<file path="config.mk">
export PLATFORM = sky130hd
export DESIGN_NAME = imm_front
export DESIGN_NICKNAME = d
export VERILOG_FILES = /design/src/hw/rtl/integer_matrix_multiply_defines.svh /design/src/hw/rtl/imm_pkg.sv /design/src/hw/rtl/imm_front.sv
export SDC_FILE = /design/constraint.sdc
export NUM_CORES = 1
export LEC_CHECK = 0
export ABC_AREA = 1
export BUFFER_PORTS_ARGS = -buffer_cell sky130_fd_sc_hd__buf_2
export CAP_MARGIN = 40
export CORE_ASPECT_RATIO = 0.8
export CORE_MARGIN = 2
export CORE_UTILIZATION = 30
export CTS_CLUSTER_DIAMETER = 100
export CTS_CLUSTER_SIZE = 14
export DETAILED_ROUTE_END_ITERATION = 8
export HOLD_SLACK_MARGIN = 0.08
export PLACE_DENSITY = 0.57
export SKIP_CTS_REPAIR_TIMING = 1
export SLEW_MARGIN = 20
export SYNTH_ARGS = -nofsm -noshare
export SYNTH_HDL_FRONTEND = slang
export SYNTH_SLANG_ARGS = --single-unit
</file>
<file path="constraint.sdc">
create_clock -name clk -period 3.3 [get_ports clk]
set_input_delay 0.33 -clock clk [delete_from_list [all_inputs] [get_ports clk]]
set_output_delay 0.33 -clock clk [all_outputs]
set_load 0.1 [all_outputs]
</file>
<file path="src/hw/rtl/integer_matrix_multiply_defines.svh">
// ----------------------------------------------------------------------------
// integer matrix multiply assertion macros
// shared property forms, clocked on clk and disabled while rst_n is low
// ----------------------------------------------------------------------------
`ifndef INTEGER_MATRIX_MULTIPLY_DEFINES_SVH
`define INTEGER_MATRIX_MULTIPLY_DEFINES_SVH

// expression holds at every edge out of reset
`define IMM_ASSERT_ALWAYS(label, expr, msg) \
    label: assert property (@(posedge clk) disable iff (!rst_n) (expr)) else $error(msg);

// consequent holds in the same cycle as the antecedent
`define IMM_ASSERT_IMPLY(label, ante, cons, msg) \
    label: assert property (@(posedge clk) disable iff (!rst_n) (ante) |-> (cons)) \
        else $error(msg);

`endif

</file>
<file path="src/hw/rtl/imm_pkg.sv">
// ----------------------------------------------------------------------------
// imm_pkg
// types and constants shared by the integer matrix multiply block
// ----------------------------------------------------------------------------
package imm_pkg;

    localparam int MAX_DIM     = 8;
    localparam int DATA_WIDTH  = 32;
    localparam int STORE_DEPTH = MAX_DIM * MAX_DIM;
    localparam int ADDR_W      = $clog2(STORE_DEPTH);
    localparam int FILL_W      = ADDR_W + 1;
    localparam int DIM_W       = 4;
    localparam int IDX_W       = 3;
    localparam int REG_IDX_W   = 2;

    localparam int CMD_DEPTH   = 4;
    localparam int RES_DEPTH   = 4;
    localparam int QPTR_W      = 2;
    localparam int QCNT_W      = 3;

    localparam logic [DIM_W-1:0] DIM_RESET = 4'd2;

    // input item modes
    localparam logic [1:0] MODE_LOAD_A = 2'd0;
    localparam logic [1:0] MODE_LOAD_B = 2'd1;
    localparam logic [1:0] MODE_START  = 2'd2;
    localparam logic [1:0] MODE_NOP    = 2'd3;

    // configuration register indexes
    localparam logic [REG_IDX_W-1:0] REG_ROWS_A = 2'd0;
    localparam logic [REG_IDX_W-1:0] REG_COLS_A = 2'd1;
    localparam logic [REG_IDX_W-1:0] REG_ROWS_B = 2'd2;
    localparam logic [REG_IDX_W-1:0] REG_COLS_B = 2'd3;

    typedef struct packed {
        logic [1:0]         mode;
        logic signed [31:0] value;
    } item_t;

    typedef struct packed {
        logic signed [31:0] product;
        logic [2:0]         row;
        logic [2:0]         col;
        logic               last;
        logic               error;
    } res_t;

    typedef enum logic [1:0] {
        OP_LOAD_A,
        OP_LOAD_B,
        OP_START
    } cmd_op_t;

    typedef struct packed {
        cmd_op_t                 op;
        logic [ADDR_W-1:0]       addr;
        logic [DATA_WIDTH-1:0]   value;
        logic [IDX_W-1:0]        ra_m1;
        logic [IDX_W-1:0]        ca_m1;
        logic [IDX_W-1:0]        cb_m1;
        logic                    mismatch;
    } cmd_t;

    typedef struct packed {
        logic              full;
        logic [QCNT_W-1:0] count;
    } res_stat_t;

endpackage

</file>
<file path="src/hw/rtl/imm_front.sv">
// ----------------------------------------------------------------------------
// imm_front
// accepts items, holds dimensions and load counters, issues commands
// ----------------------------------------------------------------------------
module imm_front (
    input  logic                               clk,
    input  logic                               rst_n,
    input  logic                               push,
    input  imm_pkg::item_t                     item,
    input  logic                               cmd_full,
    output logic                               cmd_push,
    output imm_pkg::cmd_t                      cmd,
    input  logic                               wr_en,
    input  logic [imm_pkg::REG_IDX_W-1:0]      wr_index,
    input  logic [imm_pkg::DIM_W-1:0]          wr_data
);
    import imm_pkg::*;

    logic [DIM_W-1:0]  rows_a_reg, cols_a_reg, rows_b_reg, cols_b_reg;
    logic [DIM_W-1:0]  rows_a_next, cols_a_next, rows_b_next, cols_b_next;
    logic [FILL_W-1:0] a_fill_reg, b_fill_reg;
    logic [FILL_W-1:0] a_fill_next, b_fill_next;
    logic              accept;
    logic [DIM_W-1:0]  ra_c, ca_c, rb_c, cb_c;

    function automatic logic [DIM_W-1:0] clamp_dim(input logic [DIM_W-1:0] d);
        logic [DIM_W-1:0] r;
        if (d == '0)
            r = DIM_W'(1);
        else if (d > DIM_W'(MAX_DIM))
            r = DIM_W'(MAX_DIM);
        else
            r = d;
        return r;
    endfunction

    assign accept = push && !cmd_full;
    assign ra_c   = clamp_dim(rows_a_reg);
    assign ca_c   = clamp_dim(cols_a_reg);
    assign rb_c   = clamp_dim(rows_b_reg);
    assign cb_c   = clamp_dim(cols_b_reg);

    always_comb
    begin
        rows_a_next = rows_a_reg;
        cols_a_next = cols_a_reg;
        rows_b_next = rows_b_reg;
        cols_b_next = cols_b_reg;
        if (wr_en)
        begin
            unique case (wr_index)
                REG_ROWS_A: rows_a_next = wr_data;
                REG_COLS_A: cols_a_next = wr_data;
                REG_ROWS_B: rows_b_next = wr_data;
                REG_COLS_B: cols_b_next = wr_data;
            endcase
        end
    end

    always_comb
    begin
        a_fill_next  = a_fill_reg;
        b_fill_next  = b_fill_reg;
        cmd_push     = 1'b0;
        cmd.op       = OP_LOAD_A;
        cmd.addr     = '0;
        cmd.value    = item.value;
        cmd.ra_m1    = IDX_W'(ra_c - DIM_W'(1));
        cmd.ca_m1    = IDX_W'(ca_c - DIM_W'(1));
        cmd.cb_m1    = IDX_W'(cb_c - DIM_W'(1));
        cmd.mismatch = (ca_c != rb_c);
        if (accept)
        begin
            unique case (item.mode)
                MODE_LOAD_A:
                begin
                    // a full store drops the load
                    if (a_fill_reg < FILL_W'(STORE_DEPTH))
                    begin
                        cmd_push    = 1'b1;
                        cmd.op      = OP_LOAD_A;
                        cmd.addr    = a_fill_reg[ADDR_W-1:0];
                        a_fill_next = a_fill_reg + FILL_W'(1);
                    end
                end
                MODE_LOAD_B:
                begin
                    if (b_fill_reg < FILL_W'(STORE_DEPTH))
                    begin
                        cmd_push    = 1'b1;
                        cmd.op      = OP_LOAD_B;
                        cmd.addr    = b_fill_reg[ADDR_W-1:0];
                        b_fill_next = b_fill_reg + FILL_W'(1);
                    end
                end
                MODE_START:
                begin
                    cmd_push    = 1'b1;
                    cmd.op      = OP_START;
                    a_fill_next = '0;
                    b_fill_next = '0;
                end
                MODE_NOP:
                begin
                    cmd_push = 1'b0;
                end
            endcase
        end
    end

    always_ff @(posedge clk or negedge rst_n)
    begin
        if (!rst_n)
        begin
            rows_a_reg <= DIM_RESET;
            cols_a_reg <= DIM_RESET;
            rows_b_reg <= DIM_RESET;
            cols_b_reg <= DIM_RESET;
            a_fill_reg <= '0;
            b_fill_reg <= '0;
        end
        else
        begin
            rows_a_reg <= rows_a_next;
            cols_a_reg <= cols_a_next;
            rows_b_reg <= rows_b_next;
            cols_b_reg <= cols_b_next;
            a_fill_reg <= a_fill_next;
            b_fill_reg <= b_fill_next;
        end
    end

endmodule

</file>
==> reports/qor.log <==
[detailed_routing] amount of wire on met2 after detailed routing 1.513 mm
[detailed_routing] average detailed-routed wire length per instance 11.00 µm
[power] sequential share of power 34.6%
[logic_synthesis] Synth Area per Inst 7.379 µm²
[logic_synthesis] summed instance area of the synthesized netlist 0.002022 mm²
[worst_setup_path] Startpoint Class flop
[clocking] clock slew at reported path FFs 0.07 ns
[worst_setup_path] sequence of cells on the critical path inv_1, nand2_1, a21oi_2, inv_1, nand2_1, buf_2
[logic_synthesis] number of synthesis warnings 0
[run_status] run status complete, no violations
[clocking] number of buffers created by CTS 5
[clocking] CTS tree done
[worst_setup_path] critical path class flop to output port
[sta] Pins Over Slew Limit 0
[detailed_routing] # DRC 0
[worst_setup_path] R2R Path End a_fill_reg[6]
[logic_synthesis] EDFF count, synth 0
[logic_synthesis] Post-Syn Instances 274
[global_route] wire length of the first global-routing pass 6.679 mm
[sta] post-route clock period utilization 67.85%
[power] Power Internal 734.6 µW
[global_route] overall overflow remaining after global route 0
[worst_setup_path] reg-to-reg startpoint a_fill_reg[6]
[power] clock network fraction of design power 21.2%
[power] power per unit of standard cell area 691.9 mW/mm²
[global_route] GRT Overall Usage 11.65%
[detailed_routing] wire length on met3 247 µm
[die] DIE AREA 0.007417 mm²
[power] Switch Pwr 745.9 µW
[logic_synthesis] post-synthesis async set-or-reset flop share 100.0%
[worst_setup_path] Worst R2R Setup Slack 1.93 ns
[die] die outline height 77.43 µm
[logic_synthesis] cell with the most instances after synthesis sky130_fd_sc_hd__nand2_1
[worst_setup_path] required time of the worst setup path 2.97 ns
[clocking] clk buf depth 2
[power] proportion of total power due to net switching 50.38%
[die] standard-cell row count 26
[global_route] largest net degree at the start of global routing 31
[power] part of the total power dissipated in combinational logic 44.2%
[logic_synthesis] largest area contributor in the netlist sky130_fd_sc_hd__dfrtp_1
[die] Initial Utilization 31.39%
[clocking] H-tree depth 2
[worst_setup_path] depth of the worst register-to-register path 6
[detailed_routing] number of search-and-repair iterations in the first detailed-routing pass 4
[sta] number of setup violations in the final report 0
[place] HPWL after detailed placement 2.991 mm
[sta] setup repair after global routing missed its margin no
[logic_synthesis] synth top area cells sky130_fd_sc_hd__dfrtp_1, sky130_fd_sc_hd__buf_4, sky130_fd_sc_hd__nand2_1, sky130_fd_sc_hd__o21ai_0, sky130_fd_sc_hd__inv_1
[detailed_routing] remaining antenna violation count 0
[worst_setup_path] critical path data arrival time 1.91 ns
[detailed_routing] routed via count 1,618
[finish] post-layout instance count excluding filler cells 363
[clocking] TritonCTS sink count 30
[global_route] number of antenna violations at the first check in global routing 0
[logic_synthesis] register bit count reported by yosys 30
[logic_synthesis] dominant synthesized flop cell sky130_fd_sc_hd__dfrtp_1
[die] IO Pins 96
[worst_setup_path] Max stage delay on crit path 0.42 ns
[logic_synthesis] number of distinct library cell variants in the gate-level netlist after synthesis 25
[hold_path] type of the worst min-delay path input pin to asynchronous set/reset pin
[detailed_routing] DRT met1 WL 2.148 mm
[sta] final-report hold violation count 0
[logic_synthesis] synthesized net count 324
[sta] fmax 446.6 MHz
[finish] share of post-route cells with drive strength above 1 20.79%
[power] standby leakage power 1.066 nW
[logic_synthesis] top post-synthesis cells by count sky130_fd_sc_hd__nand2_1, sky130_fd_sc_hd__inv_1, sky130_fd_sc_hd__buf_4
[finish] Final #Nets 328
[sta] transition time of the tightest slew-check pin 0.6759 ns
[worst_setup_path] Worst Path Max Fanout 12
[die] chip width 95.79 µm
[detailed_routing] DRT Wirelength 3.993 mm
[job] reported max-cap violation count 0
[sta] worst relative slew slack 54.94%
[sta] final clock skew 0.001271 ns
[worst_setup_path] Worst Setup End Kind output port
[power] Tot Pwr 1.480 mW
[clocking] root buf cell sky130_fd_sc_hd__clkbuf_8
[finish] ANT cells 0
[detailed_routing] detailed router's first-iteration violation count 49
[logic_synthesis] share of the synthesized area in the top cell type 32.18%
[place] cell count after placement 355
[detailed_routing] post-detailed-route via-to-cell ratio 4.457
[clocking] clock latency on the worst-skew pair 0.29 ns
[power] Peak supply drop 0.0001702 V
[detailed_routing] highest routed layer met4
[global_route] via count of the first global-routing pass 1,491
[finish] growth of design area from synthesis to finish 5.817%
[sta] final critical delay including setup and external delays 2.239 ns
[logic_synthesis] portion of the post-synthesis area used by sequential elements 37.38%
[die] core box area 0.006441 mm²
[place] IO Port Bufs 31
[place] global placer's final weighted congestion 0.8059
[sta] Setup TNS 0 ns
[worst_setup_path] slowest CP cell sky130_fd_sc_hd__buf_2
==> power by group through the flow <==
stage          sequential (mW)  combinational [mW]  clock [mW]
6_report                 0.512               0.655       0.313
5_1_grt                  0.526               0.709       0.342
4_1_cts                  0.513               0.659       0.328
3_5_place_dp             0.518               0.659           0
3_3_place_gp             0.519               0.652           0
2_1_floorplan            0.496               0.752           0
==> per-stage QoR <==
step                      util [%]  area (µm²)  setup slack [ns]  hold slack (ns)
after floorplan                  -        2037            0.2020          0.03441
after global placement       31.74        2044             1.181           0.4108
after detailed placement     31.74        2044             1.152           0.4131
after CTS                    33.22        2140             1.047           0.1042
after global routing         33.22        2140            0.9427           0.1325
final                        33.22        2140             1.061          0.07838
==> worst max-delay path, delay by kind of cell, from the launching register on <==
| family | cells | cell delay, ns |
|---|---|---|
| DFF | 1 | 0.39 |
| buffers and inverters | 3 | 0.67 |
| and+or+nand+nor | 2 | 0.16 |
| AOI/OAI and AO/OA | 1 | 0.40 |
==> cells by family (layout without fill, tap and decap cells) <==
| kind of cell | count (synthesis) | after routing | synth area share (%) |
|---|---|---|---|
| simple gates | 118 | 118 | 25.62 |
| flops | 30 | 30 | 37.38 |
| buf+inv | 74 | 79 | 19.93 |
| fa+ha+maj | 5 | 5 | 3.094 |
| xor+xnor | 5 | 5 | 2.166 |
| compound gates | 42 | 42 | 11.82 |
==> metal layers <==
metal,vias up,global-route usage (%)
met5,-,0
met1,708,16.23
li1,852,-
met3,12,3.883
met4,0,5.429
met2,46,16.08
==> layout make-up <==
| cell class | count | area (µm²) |
|---|---|---|
| inverter | 40 | 150.1 |
| tap | 84 | 105.1 |
| sequential | 30 | 755.7 |
| fill | 677 | 4302 |
| clock buffer | 6 | 82.58 |
| clock inverter | 2 | 12.51 |
| multi-input combinational | 170 | 878.3 |
| timing repair buffer | 31 | 155.1 |
==> how the worst max path moves through the flow <==
stage | start | end | cells past startpoint
6_report | a_fill_reg[6] | cmd_push | 6
5_1_grt | a_fill_reg[6] | cmd_push | 6
4_1_cts | a_fill_reg[6] | cmd_push | 6
3_5_place_dp | item[32] | cmd_push | 7
3_3_place_gp | item[32] | cmd_push | 7
2_1_floorplan | cols_b_reg[2] | cmd[3] | 4
==> layout by cell type, fill, tap and decap left out <==
cell                         instances
sky130_fd_sc_hd__inv_2               3
sky130_fd_sc_hd__buf_2              31
sky130_fd_sc_hd__nand4_1            10
sky130_fd_sc_hd__dfrtp_1            26
sky130_fd_sc_hd__nand2_2             3
sky130_fd_sc_hd__o21ai_0            28
sky130_fd_sc_hd__a22oi_1             6
sky130_fd_sc_hd__xor2_2              1
sky130_fd_sc_hd__clkinv_2            1
sky130_fd_sc_hd__xnor2_1             3
sky130_fd_sc_hd__nor3_1              2
sky130_fd_sc_hd__a21oi_1             2
sky130_fd_sc_hd__nor2_2              1
sky130_fd_sc_hd__nand2_4             1
sky130_fd_sc_hd__nor2_1             21
sky130_fd_sc_hd__clkinvlp_4          1
sky130_fd_sc_hd__ha_1                5
sky130_fd_sc_hd__inv_1              37
sky130_fd_sc_hd__o21ai_2             4
sky130_fd_sc_hd__nor2_4              1
sky130_fd_sc_hd__nand3_1            16
sky130_fd_sc_hd__nand2_1            62
sky130_fd_sc_hd__o21bai_1            1
sky130_fd_sc_hd__and2_1              1
sky130_fd_sc_hd__clkbuf_8            6
sky130_fd_sc_hd__xor2_1              1
sky130_fd_sc_hd__dfstp_2             4
sky130_fd_sc_hd__a21oi_2             1
Power figures use the tool's default switching activity.
