===== config.mk =====
export PLATFORM = sky130hd
export DESIGN_NAME = imm_cmd_queue
export DESIGN_NICKNAME = d
export VERILOG_FILES = /design/src/hw/rtl/integer_matrix_multiply_defines.svh /design/src/hw/rtl/imm_pkg.sv /design/src/hw/rtl/imm_cmd_queue.sv
export SDC_FILE = /design/constraint.sdc
export NUM_CORES = 1
export LEC_CHECK = 0
export ABC_AREA = 1
export BUFFER_PORTS_ARGS = -buffer_cell sky130_fd_sc_hd__buf_2
export CORE_ASPECT_RATIO = 1.25
export CORE_UTILIZATION = 40
export CTS_CLUSTER_SIZE = 14
export DETAILED_ROUTE_END_ITERATION = 7
export PLACE_DENSITY_LB_ADDON = 0.15
export SLEW_MARGIN = 10
export SYNTH_ARGS = -nofsm -noshare
export SYNTH_HDL_FRONTEND = slang
export SYNTH_SLANG_ARGS = --single-unit

===== constraint.sdc =====
create_clock -name clk -period 4 [get_ports clk]
set_input_delay 0.8 -clock clk [delete_from_list [all_inputs] [get_ports clk]]
set_output_delay 0.8 -clock clk [all_outputs]
set_load 0.005 [all_outputs]

===== src/hw/rtl/integer_matrix_multiply_defines.svh =====
// ----------------------------------------------------------------------------
// integer matrix multiply assertion macros
// shared property forms, clocked on clk and disabled while rst_n is low
// ----------------------------------------------------------------------------
`ifndef INTEGER_MATRIX_MULTIPLY_DEFINES_SVH
`define INTEGER_MATRIX_MULTIPLY_DEFINES_SVH

// expression holds at every edge out of reset
`define IMM_ASSERT_ALWAYS(label, expr, msg) \
    label: assert property (@(posedge clk) disable iff (!rst_n) (expr)) else $error(msg);

// consequent holds in the same cycle as the antecedent
`define IMM_ASSERT_IMPLY(label, ante, cons, msg) \
    label: assert property (@(posedge clk) disable iff (!rst_n) (ante) |-> (cons)) \
        else $error(msg);

`endif


===== src/hw/rtl/imm_pkg.sv =====
// ----------------------------------------------------------------------------
// imm_pkg
// types and constants shared by the integer matrix multiply block
// ----------------------------------------------------------------------------
package imm_pkg;

    localparam int MAX_DIM     = 8;
    localparam int DATA_WIDTH  = 32;
    localparam int STORE_DEPTH = MAX_DIM * MAX_DIM;
    localparam int ADDR_W      = $clog2(STORE_DEPTH);
    localparam int FILL_W      = ADDR_W + 1;
    localparam int DIM_W       = 4;
    localparam int IDX_W       = 3;
    localparam int REG_IDX_W   = 2;

    localparam int CMD_DEPTH   = 4;
    localparam int RES_DEPTH   = 4;
    localparam int QPTR_W      = 2;
    localparam int QCNT_W      = 3;

    localparam logic [DIM_W-1:0] DIM_RESET = 4'd2;

    // input item modes
    localparam logic [1:0] MODE_LOAD_A = 2'd0;
    localparam logic [1:0] MODE_LOAD_B = 2'd1;
    localparam logic [1:0] MODE_START  = 2'd2;
    localparam logic [1:0] MODE_NOP    = 2'd3;

    // configuration register indexes
    localparam logic [REG_IDX_W-1:0] REG_ROWS_A = 2'd0;
    localparam logic [REG_IDX_W-1:0] REG_COLS_A = 2'd1;
    localparam logic [REG_IDX_W-1:0] REG_ROWS_B = 2'd2;
    localparam logic [REG_IDX_W-1:0] REG_COLS_B = 2'd3;

    typedef struct packed {
        logic [1:0]         mode;
        logic signed [31:0] value;
    } item_t;

    typedef struct packed {
        logic signed [31:0] product;
        logic [2:0]         row;
        logic [2:0]         col;
        logic               last;
        logic               error;
    } res_t;

    typedef enum logic [1:0] {
        OP_LOAD_A,
        OP_LOAD_B,
        OP_START
    } cmd_op_t;

    typedef struct packed {
        cmd_op_t                 op;
        logic [ADDR_W-1:0]       addr;
        logic [DATA_WIDTH-1:0]   value;
        logic [IDX_W-1:0]        ra_m1;
        logic [IDX_W-1:0]        ca_m1;
        logic [IDX_W-1:0]        cb_m1;
        logic                    mismatch;
    } cmd_t;

    typedef struct packed {
        logic              full;
        logic [QCNT_W-1:0] count;
    } res_stat_t;

endpackage


===== src/hw/rtl/imm_cmd_queue.sv =====
// ----------------------------------------------------------------------------
// imm_cmd_queue
// short command queue between the front and the back
// ----------------------------------------------------------------------------
module imm_cmd_queue (
    input  logic          clk,
    input  logic          rst_n,
    input  logic          push,
    input  imm_pkg::cmd_t din,
    input  logic          pop,
    output imm_pkg::cmd_t dout,
    output logic          empty,
    output logic          full
);
    import imm_pkg::*;

    cmd_t              entries_reg [CMD_DEPTH];
    logic [QPTR_W-1:0] wr_ptr_reg, wr_ptr_next;
    logic [QPTR_W-1:0] rd_ptr_reg, rd_ptr_next;
    logic [QCNT_W-1:0] count_reg, count_next;
    logic              do_push, do_pop;

    assign empty   = (count_reg == '0);
    assign full    = (count_reg == QCNT_W'(CMD_DEPTH));
    assign do_push = push && !full;
    assign do_pop  = pop && !empty;
    assign dout    = entries_reg[rd_ptr_reg];

    always_comb
    begin
        wr_ptr_next = do_push ? wr_ptr_reg + QPTR_W'(1) : wr_ptr_reg;
        rd_ptr_next = do_pop ? rd_ptr_reg + QPTR_W'(1) : rd_ptr_reg;
        count_next  = count_reg + QCNT_W'(do_push) - QCNT_W'(do_pop);
    end

    always_ff @(posedge clk)
    begin
        if (do_push)
            entries_reg[wr_ptr_reg] <= din;
    end

    always_ff @(posedge clk or negedge rst_n)
    begin
        if (!rst_n)
        begin
            wr_ptr_reg <= '0;
            rd_ptr_reg <= '0;
            count_reg  <= '0;
        end
        else
        begin
            wr_ptr_reg <= wr_ptr_next;
            rd_ptr_reg <= rd_ptr_next;
            count_reg  <= count_next;
        end
    end

endmodule


==> out/metrics.csv, run 1 <==
metric,value,unit
num rows,58,
CTS tree,built,
filler cell count,1808,
CTS resizes,0,
Post-synth ARST share,3.38,%
Max Cap Violations,0,
critical path's largest stage delay,0.57,ns
PortBufs,105,
Final Util,48.4,%
placed instance count,1046,
area of the core,20200,sq um
area share of the largest cell type after synthesis,72.4,%
peak supply drop,0.434,mV
Clock Root Buffer,clkbuf_16,
# Post-CTS Setup Buffers,0,
Sum Neg Setup Slack,0,ns
"Req. time, crit path",3.20,ns
# IOs,106,
die area,21300,sq um
switching pwr,0.00238,W
H-Tree Level Count,1,
Pint,0.00484,W
synthesized flop and latch total,207,
Tot GR Track Use,15.8,%
Fmax,0.316,GHz
R2R setup slack,1.83,ns
Post-layout nets,861,
Worst Hold Class,primary input to async pin,
share of cells above drive strength 1,19.1,%
R2R depth,9,
top cell type by total area after synthesis,edfxtp_1,
Post-synth EDFFs,200,
DR DRC count,0,
weighted congestion at the end of routability-driven global placement,0.745,
Slowest cell on crit path,clkinv_2,
critical path startpoint,rd_ptr_reg[1]$_DFFE_PN0P_,
Main synth FF type,edfxtp_1,
dpl hpwl,9.71,mm
clk_skew,0.00578,ns
number of distinct library cells after synthesis,17,
hold_buf cts,0,
initial antenna violation count,2,
Horiz. Die Dim,131,um
Slew Limit Fails,0,
Final Cycle Share,79.2,%
crit path DAT,2.37,ns
grt ovf,0,
total number of yosys warnings,0,
switch share,32.9,%
DR pass1 iterations,4,
clock slew at reported path FFs,0.06,ns
Netlist Area Pre-Place,8300,sq um
Post-Synthesis Cells,692,
R2R Path End,count_reg[2]$_DFF_PN0_,
status,completed,
clock sink count,207,
syn_nets,753,
die height,163,um
DRT iter0 DRCs,273,
pin count of the biggest net entering global routing,76,
slew at the pin closest to its max-slew limit,0.764,ns
synth cell count leaders,"edfxtp_1 (200), nand2_1 (169), nor2_1 (105)",
Comb power frac,31.0,%
cells along the critical path,"clkinv_2, buf_12, nor2_1, o21ai_1, nand2_1, buf_2",
Num CTS Buffers,22,
vias in the first global route,4830,
"Seq/Total Area, Yosys",74.5,%
Final Setup Violations,0,
Critical Path Source Type,flop,
Reg-to-Reg Start,count_reg[1]$_DFF_PN0_,
synth top area cells,"edfxtp_1 (72%), nand2_1 (7.6%), nor2_1 (4.8%)",
RSZ-0062 raised after global routing,false,
insertion delay of the later-clocked pin in the worst-skew pair,0.49,ns
Lkg Pwr,3.98,nW
"Avg Cell Area, Syn",12.0,sq um
CP max FO,52,
Period minus WS final,3.17,ns
Clk network pwr share,27.4,%
crit path kind,flop to primary output,
Initial Utilization,41.0,%
Post-Route WL,16.3,mm
Top delay family on crit path,buffers and inverters,
Crit. End Element,primary output,
PwrDens,735,nW/um^2
hold slack,0.147,ns
vias per inst,4.65,
routed len/inst,15.0,um
"Hold Vio Cnt, Final",0,
fraction of power consumed by sequential logic,41.5,%
"non-filler cells, final",1087,
Slew headroom,49.1,%
clock tree buffer depth,3,
area grow syn2layout,18.2,%
CP Buf/Inv Count,3,
first-pass GRT wire length,25.4,mm
total number of vias,5054,
"count leader, synth",edfxtp_1,
number of flip-flops in the largest register,200,
CP endpoint,dout[47],
Post-DRT Antenna Nets,0,
Critical Path Stages,6,
[cell families after synthesis]
| group | after synthesis | share of synthesized area, % |
|---|---|---|
| fa+ha+maj | 7 | 1.15 |
| flops | 207 | 74.5 |
| compound gates | 100 | 6.03 |
| buf+inv | 99 | 5.59 |
| simple gates | 279 | 12.7 |
[worst min-delay path by stage]
stage | from | end | slack [ns] | depth (start not counted)
floorplan | rd_ptr_reg[1]$_DFFE_PN0P_ | rd_ptr_reg[1]$_DFFE_PN0P_ | 0.44 | 2
global placement | rd_ptr_reg[1]$_DFFE_PN0P_ | rd_ptr_reg[1]$_DFFE_PN0P_ | 0.48 | 2
detailed placement | rd_ptr_reg[1]$_DFFE_PN0P_ | rd_ptr_reg[1]$_DFFE_PN0P_ | 0.51 | 2
CTS | rst_n | rd_ptr_reg[0]$_DFFE_PN0P_ | 0.13 | 1
global route | rst_n | rd_ptr_reg[0]$_DFFE_PN0P_ | 0.14 | 1
finish | rst_n | wr_ptr_reg[1]$_DFFE_PN0P_ | 0.15 | 1
[per-stage QoR]
stage / power (W) / cell area [sq um] / setup slack, ns
4_1_cts: 0.00733 / 9810 / 0.792
2_1_floorplan: 0.00451 / 8300 / 0.495
5_1_grt: 0.00771 / 9810 / 0.636
3_5_place_dp: 0.00533 / 9090 / 1.35
3_3_place_gp: 0.00527 / 9090 / 1.39
6_report: 0.00721 / 9810 / 0.833
[layout by cell type (no fill, tap or decap), drive strengths merged]
| cell | count |
|---|---|
| nand3b | 1 |
| bufinv | 2 |
| clkinv | 7 |
| diode | 1 |
| fa | 1 |
| ha | 6 |
| dfrtp | 7 |
| inv | 66 |
| edfxtp | 200 |
| buf | 117 |
| clkbuf | 31 |
| nor2 | 105 |
| nand3 | 4 |
| nand2 | 169 |
| o21ai | 100 |
[routing by layer]
metal	track usage [%]	up-vias	part of all wire, %	wire [um]
met5	0	-	0.049	8
met4	4.86	2	1.8	290
met3	3.50	21	5.4	887
met2	27.6	116	51	8330
met1	19.4	2388	42	6810
li1	-	2527	-	-
[worst reg2reg max path: stages, from the launching register on]
cell and delay [ns]:
dfrtp_1 0.39, nor2_1 0.14, nand2_1 0.13, nand2_1 0.39, ha_1 0.21, inv_1 0.04, ha_1 0.19, fa_1 0.38
nand3b_1 0.17, nand2_1 0.07
[power by group through the flow]
stage	sequential, W	clock, W	combinational (W)
after floorplan	0.00300	0	0.00150
after global placement	0.00303	0	0.00225
after detailed placement	0.00304	0	0.00229
after CTS	0.00300	0.00203	0.00230
after global routing	0.00303	0.00211	0.00256
final	0.00300	0.00198	0.00224
[layout make-up]
| type | instances | area, sq um | area share, % |
|---|---|---|---|
| antenna | 1 | 2.50 | 0.0255 |
| clock buffer | 31 | 616 | 6.28 |
| multi-input combinational | 386 | 1680 | 17.1 |
| inverter | 66 | 249 | 2.54 |
| sequential | 207 | 6180 | 63.0 |
| clock inverter | 9 | 97.6 | 0.995 |
| timing repair buffer | 117 | 641 | 6.53 |
| tap | 270 | 338 | 3.44 |
(Power assumes the default switching activity.)
==> run 2: changes to the inputs <==
==> constraint.sdc (replaced) <==
create_clock -name clk -period 3.15 [get_ports clk]
set_input_delay 0.63 -clock clk [delete_from_list [all_inputs] [get_ports clk]]
set_output_delay 0.63 -clock clk [all_outputs]
set_load 0.005 [all_outputs]
==> run 2 against run 1 <==
Net effect: clock power increased by 20%; design area decreased by 0.27%; wire length increased by 0.57%.
==> out/metrics.csv, run 2 (synthesis gave the netlist of run 1 again) <==
metric,value,unit
Horiz. Die Dim,131,um
Lkg Pwr,3.96,nW
CTS tree,built,
Clock Root Buffer,clkbuf_16,
switching pwr,0.00301,W
Post-DRT Antenna Nets,0,
Initial Utilization,41.0,%
total number of vias,5066,
die height,163,um
"non-filler cells, final",1087,
Pint,0.00602,W
clock tree buffer depth,3,
die area,21300,sq um
Worst Hold Class,primary input to flop,
placed instance count,1048,
insertion delay of the later-clocked pin in the worst-skew pair,0.49,ns
Slew headroom,60.4,%
CP max FO,52,
Critical Path Source Type,flop,
Num CTS Buffers,22,
Tot GR Track Use,16.0,%
DR DRC count,0,
H-Tree Level Count,1,
crit path kind,flop to primary output,
Slew Limit Fails,0,
area grow syn2layout,17.9,%
peak supply drop,0.550,mV
"Hold Vio Cnt, Final",0,
Crit. End Element,primary output,
Top delay family on crit path,flip-flops,
slew at the pin closest to its max-slew limit,0.594,ns
Post-Route WL,16.4,mm
clock sink count,207,
R2R setup slack,1.00,ns
cells along the critical path,"inv_2, buf_4, o21ai_0, nand2_1, buf_2",
Period minus WS final,2.92,ns
clock slew at reported path FFs,0.06,ns
critical path's largest stage delay,0.75,ns
Final Cycle Share,92.8,%
RSZ-0062 raised after global routing,false,
routed len/inst,15.1,um
filler cell count,1805,
most frequent cells in the layout,"edfxtp_1 (200), nand2_1 (169), buf_2 (105), nor2_1 (101), inv_1 (64)",
PwrDens,924,nW/um^2
num rows,58,
CP Buf/Inv Count,3,
placed instance area,9100,sq um
clk_skew,0.00700,ns
crit path DAT,2.29,ns
number of flip-flops in the largest register,200,
share of cells above drive strength 1,19.3,%
initial antenna violation count,0,
PortBufs,105,
dpl hpwl,9.58,mm
"Req. time, crit path",2.52,ns
area of the core,20200,sq um
DR pass1 iterations,4,
vias per inst,4.66,
Slowest cell on crit path,dfrtp_4,
Final Setup Violations,0,
weighted congestion at the end of routability-driven global placement,0.716,
Comb power frac,31.1,%
switch share,33.3,%
Post-layout nets,864,
pin count of the biggest net entering global routing,66,
post-route design area,9780,sq um
"commonest non-fill, non-tap cell in the layout",edfxtp_1,
first-pass GRT wire length,25.9,mm
status,completed,
Antenna Cells,0,
Clk network pwr share,26.4,%
vias in the first global route,5160,
fraction of power consumed by sequential logic,42.5,%
grt ovf,0,
Max Cap Violations,0,
Fmax,0.342,GHz
# IOs,106,
DRT iter0 DRCs,265,
## run 2: cell count changes in the layout (fill, tap and decap cells not counted)
cell | before | now
buf_12 | 2 | 1
buf_4 | 10 | 12
buf_6 | 0 | 1
bufinv_16 | 2 | 1
clkbuf_1 | 7 | 4
clkbuf_8 | 1 | 0
clkinv_1 | 1 | 2
clkinv_2 | 6 | 7
clkinvlp_4 | 0 | 2
diode_2 | 1 | 0
dlygate4sd3_1 | 0 | 1
inv_6 | 1 | 0
## run 2: per-layer routing
metal / track usage [%] / share of wire [%] / vias to the layer above
li1: - / - / 2530
met1: 19.5 / 42 / 2409
met2: 28.4 / 51 / 104
met3: 3.14 / 5.2 / 23
met4: 4.70 / 1.6 / 0
met5: 0 / 0 / -
## run 2: per-stage QoR
step           setup TNS, ns  utilization [%]  hold WS [ns]  power (W)  setup slack, ns
2_1_floorplan         -37.09                -         0.334    0.00572           -0.185
3_3_place_gp               0             44.9         0.478    0.00671            0.674
3_5_place_dp               0             44.9         0.482    0.00679            0.619
4_1_cts                    0             48.3         0.330    0.00919           0.0680
5_1_grt                    0             48.3         0.322    0.00971          0.00714
6_report                   0             48.3         0.347    0.00904            0.226
## run 2: repair_timing
action | in CTS | in global routing
endpoints found under the hold margin | 7 | 0
hold buffers | 1 | 0
setup buffers | 0 | 0
gates resized for setup | 0 | 1
setup endpoints to repair | 0 | 21
## run 2: cell type report
type,count,area (sq um),area share [%]
clock inverters,11,82.6,0.844
multi-input cells,386,1680,17.2
well taps,270,338,3.45
inverters,66,249,2.55
repair buffers,120,657,6.71
clock buffers,27,591,6.04
flip-flops and latches,207,6180,63.2
## run 2: power by group through the flow
stage	clock network (W)	logic [W]	registers (W)
floorplan	0	0.00191	0.00381
global placement	0	0.00283	0.00388
detailed placement	0	0.00288	0.00390
CTS	0.00245	0.00290	0.00385
global route	0.00255	0.00325	0.00390
finish	0.00238	0.00281	0.00384
## run 2: worst paths after layout
check | cells after the start | from | endpoint
setup / recovery | 5 | rd_ptr_reg[0]$_DFFE_PN0P_ | dout[10]
hold / removal | 1 | din[49] | entries_reg[0][49]$_DFFE_PP_
setup reg to reg | 9 | count_reg[1]$_DFF_PN0_ | count_reg[2]$_DFF_PN0_
hold reg to reg | 2 | rd_ptr_reg[1]$_DFFE_PN0P_ | rd_ptr_reg[1]$_DFFE_PN0P_
max in group asynchronous | 2 | rst_n | rd_ptr_reg[0]$_DFFE_PN0P_
min in group asynchronous | 2 | rst_n | count_reg[2]$_DFF_PN0_
