## src/hw/rtl/integer_matrix_multiply_defines.svh

```systemverilog
// ----------------------------------------------------------------------------
// integer matrix multiply assertion macros
// shared property forms, clocked on clk and disabled while rst_n is low
// ----------------------------------------------------------------------------
`ifndef INTEGER_MATRIX_MULTIPLY_DEFINES_SVH
`define INTEGER_MATRIX_MULTIPLY_DEFINES_SVH

// expression holds at every edge out of reset
`define IMM_ASSERT_ALWAYS(label, expr, msg) \
    label: assert property (@(posedge clk) disable iff (!rst_n) (expr)) else $error(msg);

// consequent holds in the same cycle as the antecedent
`define IMM_ASSERT_IMPLY(label, ante, cons, msg) \
    label: assert property (@(posedge clk) disable iff (!rst_n) (ante) |-> (cons)) \
        else $error(msg);

`endif

```

## src/hw/rtl/imm_pkg.sv

```systemverilog
// ----------------------------------------------------------------------------
// imm_pkg
// types and constants shared by the integer matrix multiply block
// ----------------------------------------------------------------------------
package imm_pkg;

    localparam int MAX_DIM     = 8;
    localparam int DATA_WIDTH  = 32;
    localparam int STORE_DEPTH = MAX_DIM * MAX_DIM;
    localparam int ADDR_W      = $clog2(STORE_DEPTH);
    localparam int FILL_W      = ADDR_W + 1;
    localparam int DIM_W       = 4;
    localparam int IDX_W       = 3;
    localparam int REG_IDX_W   = 2;

    localparam int CMD_DEPTH   = 4;
    localparam int RES_DEPTH   = 4;
    localparam int QPTR_W      = 2;
    localparam int QCNT_W      = 3;

    localparam logic [DIM_W-1:0] DIM_RESET = 4'd2;

    // input item modes
    localparam logic [1:0] MODE_LOAD_A = 2'd0;
    localparam logic [1:0] MODE_LOAD_B = 2'd1;
    localparam logic [1:0] MODE_START  = 2'd2;
    localparam logic [1:0] MODE_NOP    = 2'd3;

    // configuration register indexes
    localparam logic [REG_IDX_W-1:0] REG_ROWS_A = 2'd0;
    localparam logic [REG_IDX_W-1:0] REG_COLS_A = 2'd1;
    localparam logic [REG_IDX_W-1:0] REG_ROWS_B = 2'd2;
    localparam logic [REG_IDX_W-1:0] REG_COLS_B = 2'd3;

    typedef struct packed {
        logic [1:0]         mode;
        logic signed [31:0] value;
    } item_t;

    typedef struct packed {
        logic signed [31:0] product;
        logic [2:0]         row;
        logic [2:0]         col;
        logic               last;
        logic               error;
    } res_t;

    typedef enum logic [1:0] {
        OP_LOAD_A,
        OP_LOAD_B,
        OP_START
    } cmd_op_t;

    typedef struct packed {
        cmd_op_t                 op;
        logic [ADDR_W-1:0]       addr;
        logic [DATA_WIDTH-1:0]   value;
        logic [IDX_W-1:0]        ra_m1;
        logic [IDX_W-1:0]        ca_m1;
        logic [IDX_W-1:0]        cb_m1;
        logic                    mismatch;
    } cmd_t;

    typedef struct packed {
        logic              full;
        logic [QCNT_W-1:0] count;
    } res_stat_t;

endpackage

```

## src/hw/rtl/imm_back.sv

```systemverilog
// ----------------------------------------------------------------------------
// imm_back
// matrix stores and the multiply-accumulate pipeline that executes commands
// ----------------------------------------------------------------------------
`include "integer_matrix_multiply_defines.svh"

module imm_back (
    input  logic               clk,
    input  logic               rst_n,
    input  imm_pkg::cmd_t      cmd,
    input  logic               cmd_empty,
    output logic               cmd_pop,
    input  imm_pkg::res_stat_t res_stat,
    output logic               res_push,
    output imm_pkg::res_t      res
);
    import imm_pkg::*;

    typedef enum logic {
        ST_IDLE,
        ST_RUN
    } state_t;

    typedef struct packed {
        logic             valid;
        logic             first;
        logic             lastk;
        logic [IDX_W-1:0] row;
        logic [IDX_W-1:0] col;
        logic             last;
    } pipe_ctl_t;

    state_t            state_reg, state_next;
    logic [IDX_W-1:0]  i_reg, i_next, j_reg, j_next, k_reg, k_next;
    logic [IDX_W-1:0]  ra_m1_reg, ra_m1_next, ca_m1_reg, ca_m1_next;
    logic [IDX_W-1:0]  cb_m1_reg, cb_m1_next;
    logic [QCNT_W-1:0] reserved_reg, reserved_next;
    pipe_ctl_t         s1_reg, s1_next, s2_reg;

    logic [DATA_WIDTH-1:0] a_mem [STORE_DEPTH];
    logic [DATA_WIDTH-1:0] b_mem [STORE_DEPTH];
    logic [DATA_WIDTH-1:0] a_rd_reg, b_rd_reg, prod_reg, acc_reg;
    logic [DATA_WIDTH-1:0] mul_lo, acc_sum;

    logic              a_we, b_we, err_push, pipe_push, issue, credit_ok;
    logic              k_end, j_end, i_end, pipe_busy;
    logic [QCNT_W:0]   credit_used;
    logic [DIM_W-1:0]  ca_dim, cb_dim;
    logic [ADDR_W-1:0] a_addr, b_addr;

    assign ca_dim = {1'b0, ca_m1_reg} + DIM_W'(1);
    assign cb_dim = {1'b0, cb_m1_reg} + DIM_W'(1);
    assign a_addr = ADDR_W'(i_reg) * ADDR_W'(ca_dim) + ADDR_W'(k_reg);
    assign b_addr = ADDR_W'(k_reg) * ADDR_W'(cb_dim) + ADDR_W'(j_reg);

    assign k_end = (k_reg == ca_m1_reg);
    assign j_end = (j_reg == cb_m1_reg);
    assign i_end = (i_reg == ra_m1_reg);

    // an element may start only when its result has a guaranteed queue slot
    assign credit_used = {1'b0, res_stat.count} + {1'b0, reserved_reg};
    assign credit_ok   = credit_used < (QCNT_W+1)'(RES_DEPTH);
    assign pipe_busy   = s1_reg.valid || s2_reg.valid;

    assign pipe_push = s2_reg.valid && s2_reg.lastk;
    assign mul_lo    = a_rd_reg * b_rd_reg;
    assign acc_sum   = s2_reg.first ? prod_reg : acc_reg + prod_reg;

    always_comb
    begin
        state_next = state_reg;
        i_next     = i_reg;
        j_next     = j_reg;
        k_next     = k_reg;
        ra_m1_next = ra_m1_reg;
        ca_m1_next = ca_m1_reg;
        cb_m1_next = cb_m1_reg;
        cmd_pop    = 1'b0;
        a_we       = 1'b0;
        b_we       = 1'b0;
        err_push   = 1'b0;
        issue      = 1'b0;
        unique case (state_reg)
            ST_IDLE:
            begin
                if (!cmd_empty)
                begin
                    unique case (cmd.op)
                        OP_LOAD_A:
                        begin
                            a_we    = 1'b1;
                            cmd_pop = 1'b1;
                        end
                        OP_LOAD_B:
                        begin
                            b_we    = 1'b1;
                            cmd_pop = 1'b1;
                        end
                        OP_START:
                        begin
                            if (cmd.mismatch)
                            begin
                                // wait until earlier results have left the pipeline
                                if (reserved_reg == '0 && !res_stat.full)
                                begin
                                    err_push = 1'b1;
                                    cmd_pop  = 1'b1;
                                end
                            end
                            else
                            begin
                                cmd_pop    = 1'b1;
                                ra_m1_next = cmd.ra_m1;
                                ca_m1_next = cmd.ca_m1;
                                cb_m1_next = cmd.cb_m1;
                                i_next     = '0;
                                j_next     = '0;
                                k_next     = '0;
                                state_next = ST_RUN;
                            end
                        end
                        default:
                        begin
                            cmd_pop = 1'b1;
                        end
                    endcase
                end
            end
            ST_RUN:
            begin
                issue = (k_reg != '0) || credit_ok;
                if (issue)
                begin
                    if (!k_end)
                        k_next = k_reg + IDX_W'(1);
                    else
                    begin
                        k_next = '0;
                        if (!j_end)
                            j_next = j_reg + IDX_W'(1);
                        else
                        begin
                            j_next = '0;
                            i_next = i_reg + IDX_W'(1);
                            if (i_end)
                                state_next = ST_IDLE;
                        end
                    end
                end
            end
        endcase
    end

    always_comb
    begin
        s1_next.valid = issue;
        s1_next.first = (k_reg == '0);
        s1_next.lastk = k_end;
        s1_next.row   = i_reg;
        s1_next.col   = j_reg;
        s1_next.last  = i_end && j_end;
        reserved_next = reserved_reg + QCNT_W'(issue && (k_reg == '0))
                        - QCNT_W'(pipe_push);
    end

    always_comb
    begin
        res_push = pipe_push || err_push;
        if (err_push)
        begin
            res.product = '0;
            res.row     = '0;
            res.col     = '0;
            res.last    = 1'b1;
            res.error   = 1'b1;
        end
        else
        begin
            res.product = acc_sum;
            res.row     = s2_reg.row;
            res.col     = s2_reg.col;
            res.last    = s2_reg.last;
            res.error   = 1'b0;
        end
    end

    always_ff @(posedge clk)
    begin
        if (a_we)
            a_mem[cmd.addr] <= cmd.value;
        if (b_we)
            b_mem[cmd.addr] <= cmd.value;
        if (issue)
        begin
            a_rd_reg <= a_mem[a_addr];
            b_rd_reg <= b_mem[b_addr];
        end
        if (s1_reg.valid)
            prod_reg <= mul_lo;
        if (s2_reg.valid)
            acc_reg <= acc_sum;
    end

    always_ff @(posedge clk or negedge rst_n)
    begin
        if (!rst_n)
        begin
            state_reg    <= ST_IDLE;
            i_reg        <= '0;
            j_reg        <= '0;
            k_reg        <= '0;
            ra_m1_reg    <= '0;
            ca_m1_reg    <= '0;
            cb_m1_reg    <= '0;
            reserved_reg <= '0;
            s1_reg       <= '0;
            s2_reg       <= '0;
        end
        else
        begin
            state_reg    <= state_next;
            i_reg        <= i_next;
            j_reg        <= j_next;
            k_reg        <= k_next;
            ra_m1_reg    <= ra_m1_next;
            ca_m1_reg    <= ca_m1_next;
            cb_m1_reg    <= cb_m1_next;
            reserved_reg <= reserved_next;
            s1_reg       <= s1_next;
            s2_reg       <= s1_reg;
        end
    end

    `IMM_ASSERT_IMPLY(a_push_has_room, res_push, !res_stat.full, "result pushed into a full queue")
    `IMM_ASSERT_ALWAYS(a_credit_bound, credit_used <= (QCNT_W+1)'(RES_DEPTH), "slots overcommitted")
    `IMM_ASSERT_IMPLY(a_push_reserved, pipe_push, reserved_reg != '0, "result slot not reserved")
    `IMM_ASSERT_IMPLY(a_err_drained, err_push, !pipe_busy, "error item overtakes running results")

endmodule

```

## config.mk

```make
export PLATFORM = sky130hd
export DESIGN_NAME = imm_back
export DESIGN_NICKNAME = d
export VERILOG_FILES = /design/src/hw/rtl/imm_pkg.sv /design/src/hw/rtl/imm_back.sv
export VERILOG_INCLUDE_DIRS = /design/src /design/src/hw/rtl
export SDC_FILE = /design/constraint.sdc
export NUM_CORES = 2
export LEC_CHECK = 0
export ABC_CLOCK_PERIOD_IN_PS = 12200
export BUFFER_PORTS_ARGS = -buffer_cell sky130_fd_sc_hd__buf_4
export CAP_MARGIN = 25
export CORE_MARGIN = 2
export CORE_UTILIZATION = 30
export CTS_CLUSTER_SIZE = 20
export DETAILED_ROUTE_END_ITERATION = 7
export PLACE_DENSITY = 0.41
export SYNTH_ARGS = -nofsm -noshare
export SYNTH_HDL_FRONTEND = slang
export SYNTH_SLANG_ARGS = --single-unit
```

## constraint.sdc

```tcl
create_clock -name clk -period 12.2 [get_ports clk]
set_clock_uncertainty 0.05 [all_clocks]
set_input_delay 0 -clock clk [delete_from_list [all_inputs] [get_ports clk]]
set_output_delay 0 -clock clk [all_outputs]
set_load 0.02 [all_outputs]
```

==> metrics.txt <==
# TYPE chip_impl_metric gauge
chip_impl_metric{name="max_cap_viol_count",unit=""} 0
chip_impl_metric{name="clk_latency",unit="ps"} 1030
chip_impl_metric{name="area_of_the_die",unit="µm²"} 605000
chip_impl_metric{name="cts-resized-gates",unit=""} 0
chip_impl_info{name="tritoncts_clock_tree",value="yes"} 1
chip_impl_metric{name="synth_warnings",unit=""} 0
chip_impl_metric{name="antenna_found_initial",unit=""} 64
chip_impl_metric{name="global_route_wire_length_before_repair",unit="µm"} 760000
chip_impl_metric{name="global_route.usage.total",unit="%"} 17.9
chip_impl_metric{name="post_cts.repair.setup_buffers",unit=""} 0
chip_impl_metric{name="timing.final.max_slew_violations",unit=""} 0
chip_impl_metric{name="timing.fmax",unit="MHz"} 131
chip_impl_metric{name="wire_per_inst",unit="µm"} 31.6
chip_impl_metric{name="gpl.final_weighted_congestion",unit=""} 0.764
chip_impl_info{name="clock_tree.root_cell",value="clkbuf_16"} 1
chip_impl_metric{name="async_reset_ff_share",unit="%"} 0.985
chip_impl_metric{name="finalSetupTns",unit="ps"} 0
chip_impl_info{name="synth_flop_cell",value="edfxtp_1"} 1
chip_impl_metric{name="cts_sinks",unit=""} 4266
chip_impl_metric{name="remaining_drc_errors",unit=""} 0
chip_impl_metric{name="drt_wl_total",unit="µm"} 550000
chip_impl_metric{name="avgSynthCellArea",unit="µm²"} 21.2
chip_impl_info{name="synth_top_area_cell",value="edfxtp_1"} 1
chip_impl_metric{name="detailedRoute.firstPassIterationCount",unit=""} 6
chip_impl_metric{name="number_of_buffers_on_the_longest_clock_path",unit=""} 4
chip_impl_metric{name="ios",unit=""} 99
chip_impl_metric{name="first_global_vias",unit=""} 93200
chip_impl_metric{name="core-area",unit="µm²"} 598000
chip_impl_metric{name="postRouteAntennaNets",unit=""} 0
chip_impl_metric{name="area_delta_synth_final",unit="%"} 15.6
chip_impl_metric{name="synthesis.instances",unit=""} 8470
chip_impl_metric{name="timing.max_slew.rel_slack",unit="%"} 22.9
chip_impl_metric{name="grt_max_degree",unit=""} 110
chip_impl_metric{name="synth-seq-cells",unit=""} 4266
chip_impl_metric{name="finalNonFillerCells",unit=""} 17400
chip_impl_metric{name="die_width",unit="µm"} 778
chip_impl_metric{name="hold_slack",unit="ps"} 99.4
chip_impl_info{name="worst_setup_path_end_kind",value="flop"} 1
chip_impl_metric{name="cts_buffers",unit=""} 462
chip_impl_metric{name="num-nets-final",unit=""} 9647
chip_impl_metric{name="period_minus_slack",unit="ps"} 7640
chip_impl_info{name="grt_setup_unrepaired",value="false"} 1
chip_impl_metric{name="drt_first_iter_violations",unit=""} 8474
chip_impl_metric{name="synth-edff-count",unit=""} 4224
chip_impl_metric{name="timing.final.hold_violations",unit=""} 0
chip_impl_info{name="run_status",value="completed"} 1
chip_impl_metric{name="post-place-ws",unit="ps"} 4430
chip_impl_metric{name="route.vias.total",unit=""} 86900
chip_impl_metric{name="reg_clk_slew_reported_paths",unit="ps"} 60
chip_impl_metric{name="max_slew.worst_pin.slew",unit="ps"} 1150
chip_impl_info{name="top_regs",value="a_mem x2048, b_mem x2048"} 1
chip_impl_metric{name="cts_hold_buf",unit=""} 89
chip_impl_metric{name="cp_max_fo",unit=""} 22
chip_impl_metric{name="post-route-worst-setup-slack",unit="ps"} 4560
chip_impl_metric{name="floorplan.initialDensity",unit="%"} 30.1
chip_impl_metric{name="period_share",unit="%"} 62.6
chip_impl_metric{name="synth_seq_area_share",unit="%"} 71.1
chip_impl_metric{name="htreeDepth",unit=""} 5
chip_impl_metric{name="io_buffer_count",unit=""} 98
chip_impl_info{name="worstSetupStartpointType",value="flop"} 1
chip_impl_metric{name="dp.final_hpwl",unit="µm"} 309000
chip_impl_metric{name="die_height",unit="µm"} 778
chip_impl_metric{name="dp_cells",unit=""} 16400
chip_impl_metric{name="placement_rows",unit=""} 284
chip_impl_metric{name="layout_cells_sized_above_1",unit="%"} 26.6
chip_impl_info{name="worstSetupPathType",value="flop to flop"} 1
chip_impl_metric{name="yosys.cell_types.count",unit=""} 71
chip_impl_metric{name="gr-total-overflow",unit=""} 0
chip_impl_metric{name="syn-num-nets",unit=""} 9129
chip_impl_info{name="top_cells_by_area_synth",value="edfxtp_1 (71%), mux4_2 (16%), fa_1 (4.7%)"} 1
chip_impl_metric{name="crit_arrival",unit="ps"} 8330
chip_impl_metric{name="synth_area",unit="µm²"} 180000
chip_impl_metric{name="setup_viol",unit=""} 0
chip_impl_info{name="yosys.cell_count.top_type",value="edfxtp_1"} 1
chip_impl_info{name="hold_path_class",value="input port to flop"} 1
chip_impl_metric{name="req_time_crit_path",unit="ps"} 12890
chip_impl_info{name="post_synth_most_frequent_cells",value="edfxtp_1 (4,224), mux4_2 (1,297), inv_1 (424), fa_1 (418), nand2_1 (348)"} 1
chip_impl_metric{name="netlist.area_leader.share",unit="%"} 70.6
chip_impl_metric{name="via_to_cell_ratio",unit=""} 4.99
cells in the final DEF, fill, tap and decap left out, drive strengths merged, types with 5 or more instances in the layout:
cell type and instances:
a211o 5, a211oi 27, a21o 24, a21oi 66, a31oi 9, and2 314
and3 7, buf 390, bufinv 28, clkbuf 580, clkinv 211, clkinvlp 10
dfrtp 42, diode 30, dlygate4sd3 87, edfxtp 4224, fa 418, ha 184
inv 442, mux2 42, mux2i 43, mux4 1297, nand2 348, nand3 18
nand3b 6, nand4 6, nor2 167, nor2b 61, nor3 13, o21a 10
o21ai 79, o31ai 5, or3 7, xnor2 100, xor2 36
cell type report:
cell class / instances / area (µm²)
fill: 55800 / 390000
sequential: 4266 / 128000
multi-input combinational: 3355 / 49600
clock buffer: 579 / 12200
tap: 8008 / 10000
timing repair buffer: 478 / 4370
clock inverter: 266 / 2160
inverter: 425 / 1600
antenna: 30 / 75.1
per-stage QoR:
step | utilization [%] | instance area [µm²]
floorplan | - | 180000
global placement | 32.1 | 192000
detailed placement | 32.2 | 192000
CTS | 34.7 | 208000
global route | 34.8 | 208000
finish | 34.8 | 208000
critical path, cell delays in order, from the launching register on:
cell	delay (ps)
edfxtp_1	1030
and2_1	250
fa_1	440
fa_1	440
fa_1	550
inv_1	50
fa_1	490
inv_1	60
fa_1	500
inv_1	60
fa_1	540
inv_1	50
fa_1	500
fa_1	420
ha_1	320
and3_1	170
and3_1	140
a211o_1	370
a221oi_2	310
a21oi_1	140
a311oi_2	350
xnor2_1	90
logic make-up (layout without fill, tap and decap cells):
group	Yosys count	count (layout)	synth area share [%]
AO/OA/AOI/OAI	264	264	0.935
flip-flops	4266	4266	71.1
multiplexers	1382	1382	16.8
buffers and inverters	849	1748	1.90
adder cells (fa/ha/maj)	602	602	5.94
AND/OR/NAND/NOR	971	971	2.67
XOR/XNOR	136	136	0.667
other	0	30	0
per-layer routing:
layer | vias up | global-route usage [%] | wire length [µm]
met4 | 4 | 3.33 | 10800
met2 | 2323 | 30.3 | 270000
li1 | 35200 | - | -
met3 | 582 | 2.42 | 27600
met5 | - | 0 | 31
met1 | 48800 | 25.1 | 242000
final timing paths:
check | cells after the start | slack (ps) | end | from
worst max-delay path | 21 | 4560 | prod_reg[31] | a_rd_reg[10]
worst min-delay path | 5 | 100 | k_reg[1] | cmd[48]
worst max register to register | 21 | 4560 | prod_reg[31] | a_rd_reg[10]
worst min register to register | 0 | 300 | s2_reg[0] | s1_reg[0]
max in group asynchronous | 5 | 11390 | j_reg[2] | rst_n
min in group asynchronous | 5 | 500 | reserved_reg[0] | rst_n
Power is left out: the tool's default activity adds up to more than one toggle a clock period on the data nets, which glitch-free logic cannot reach.
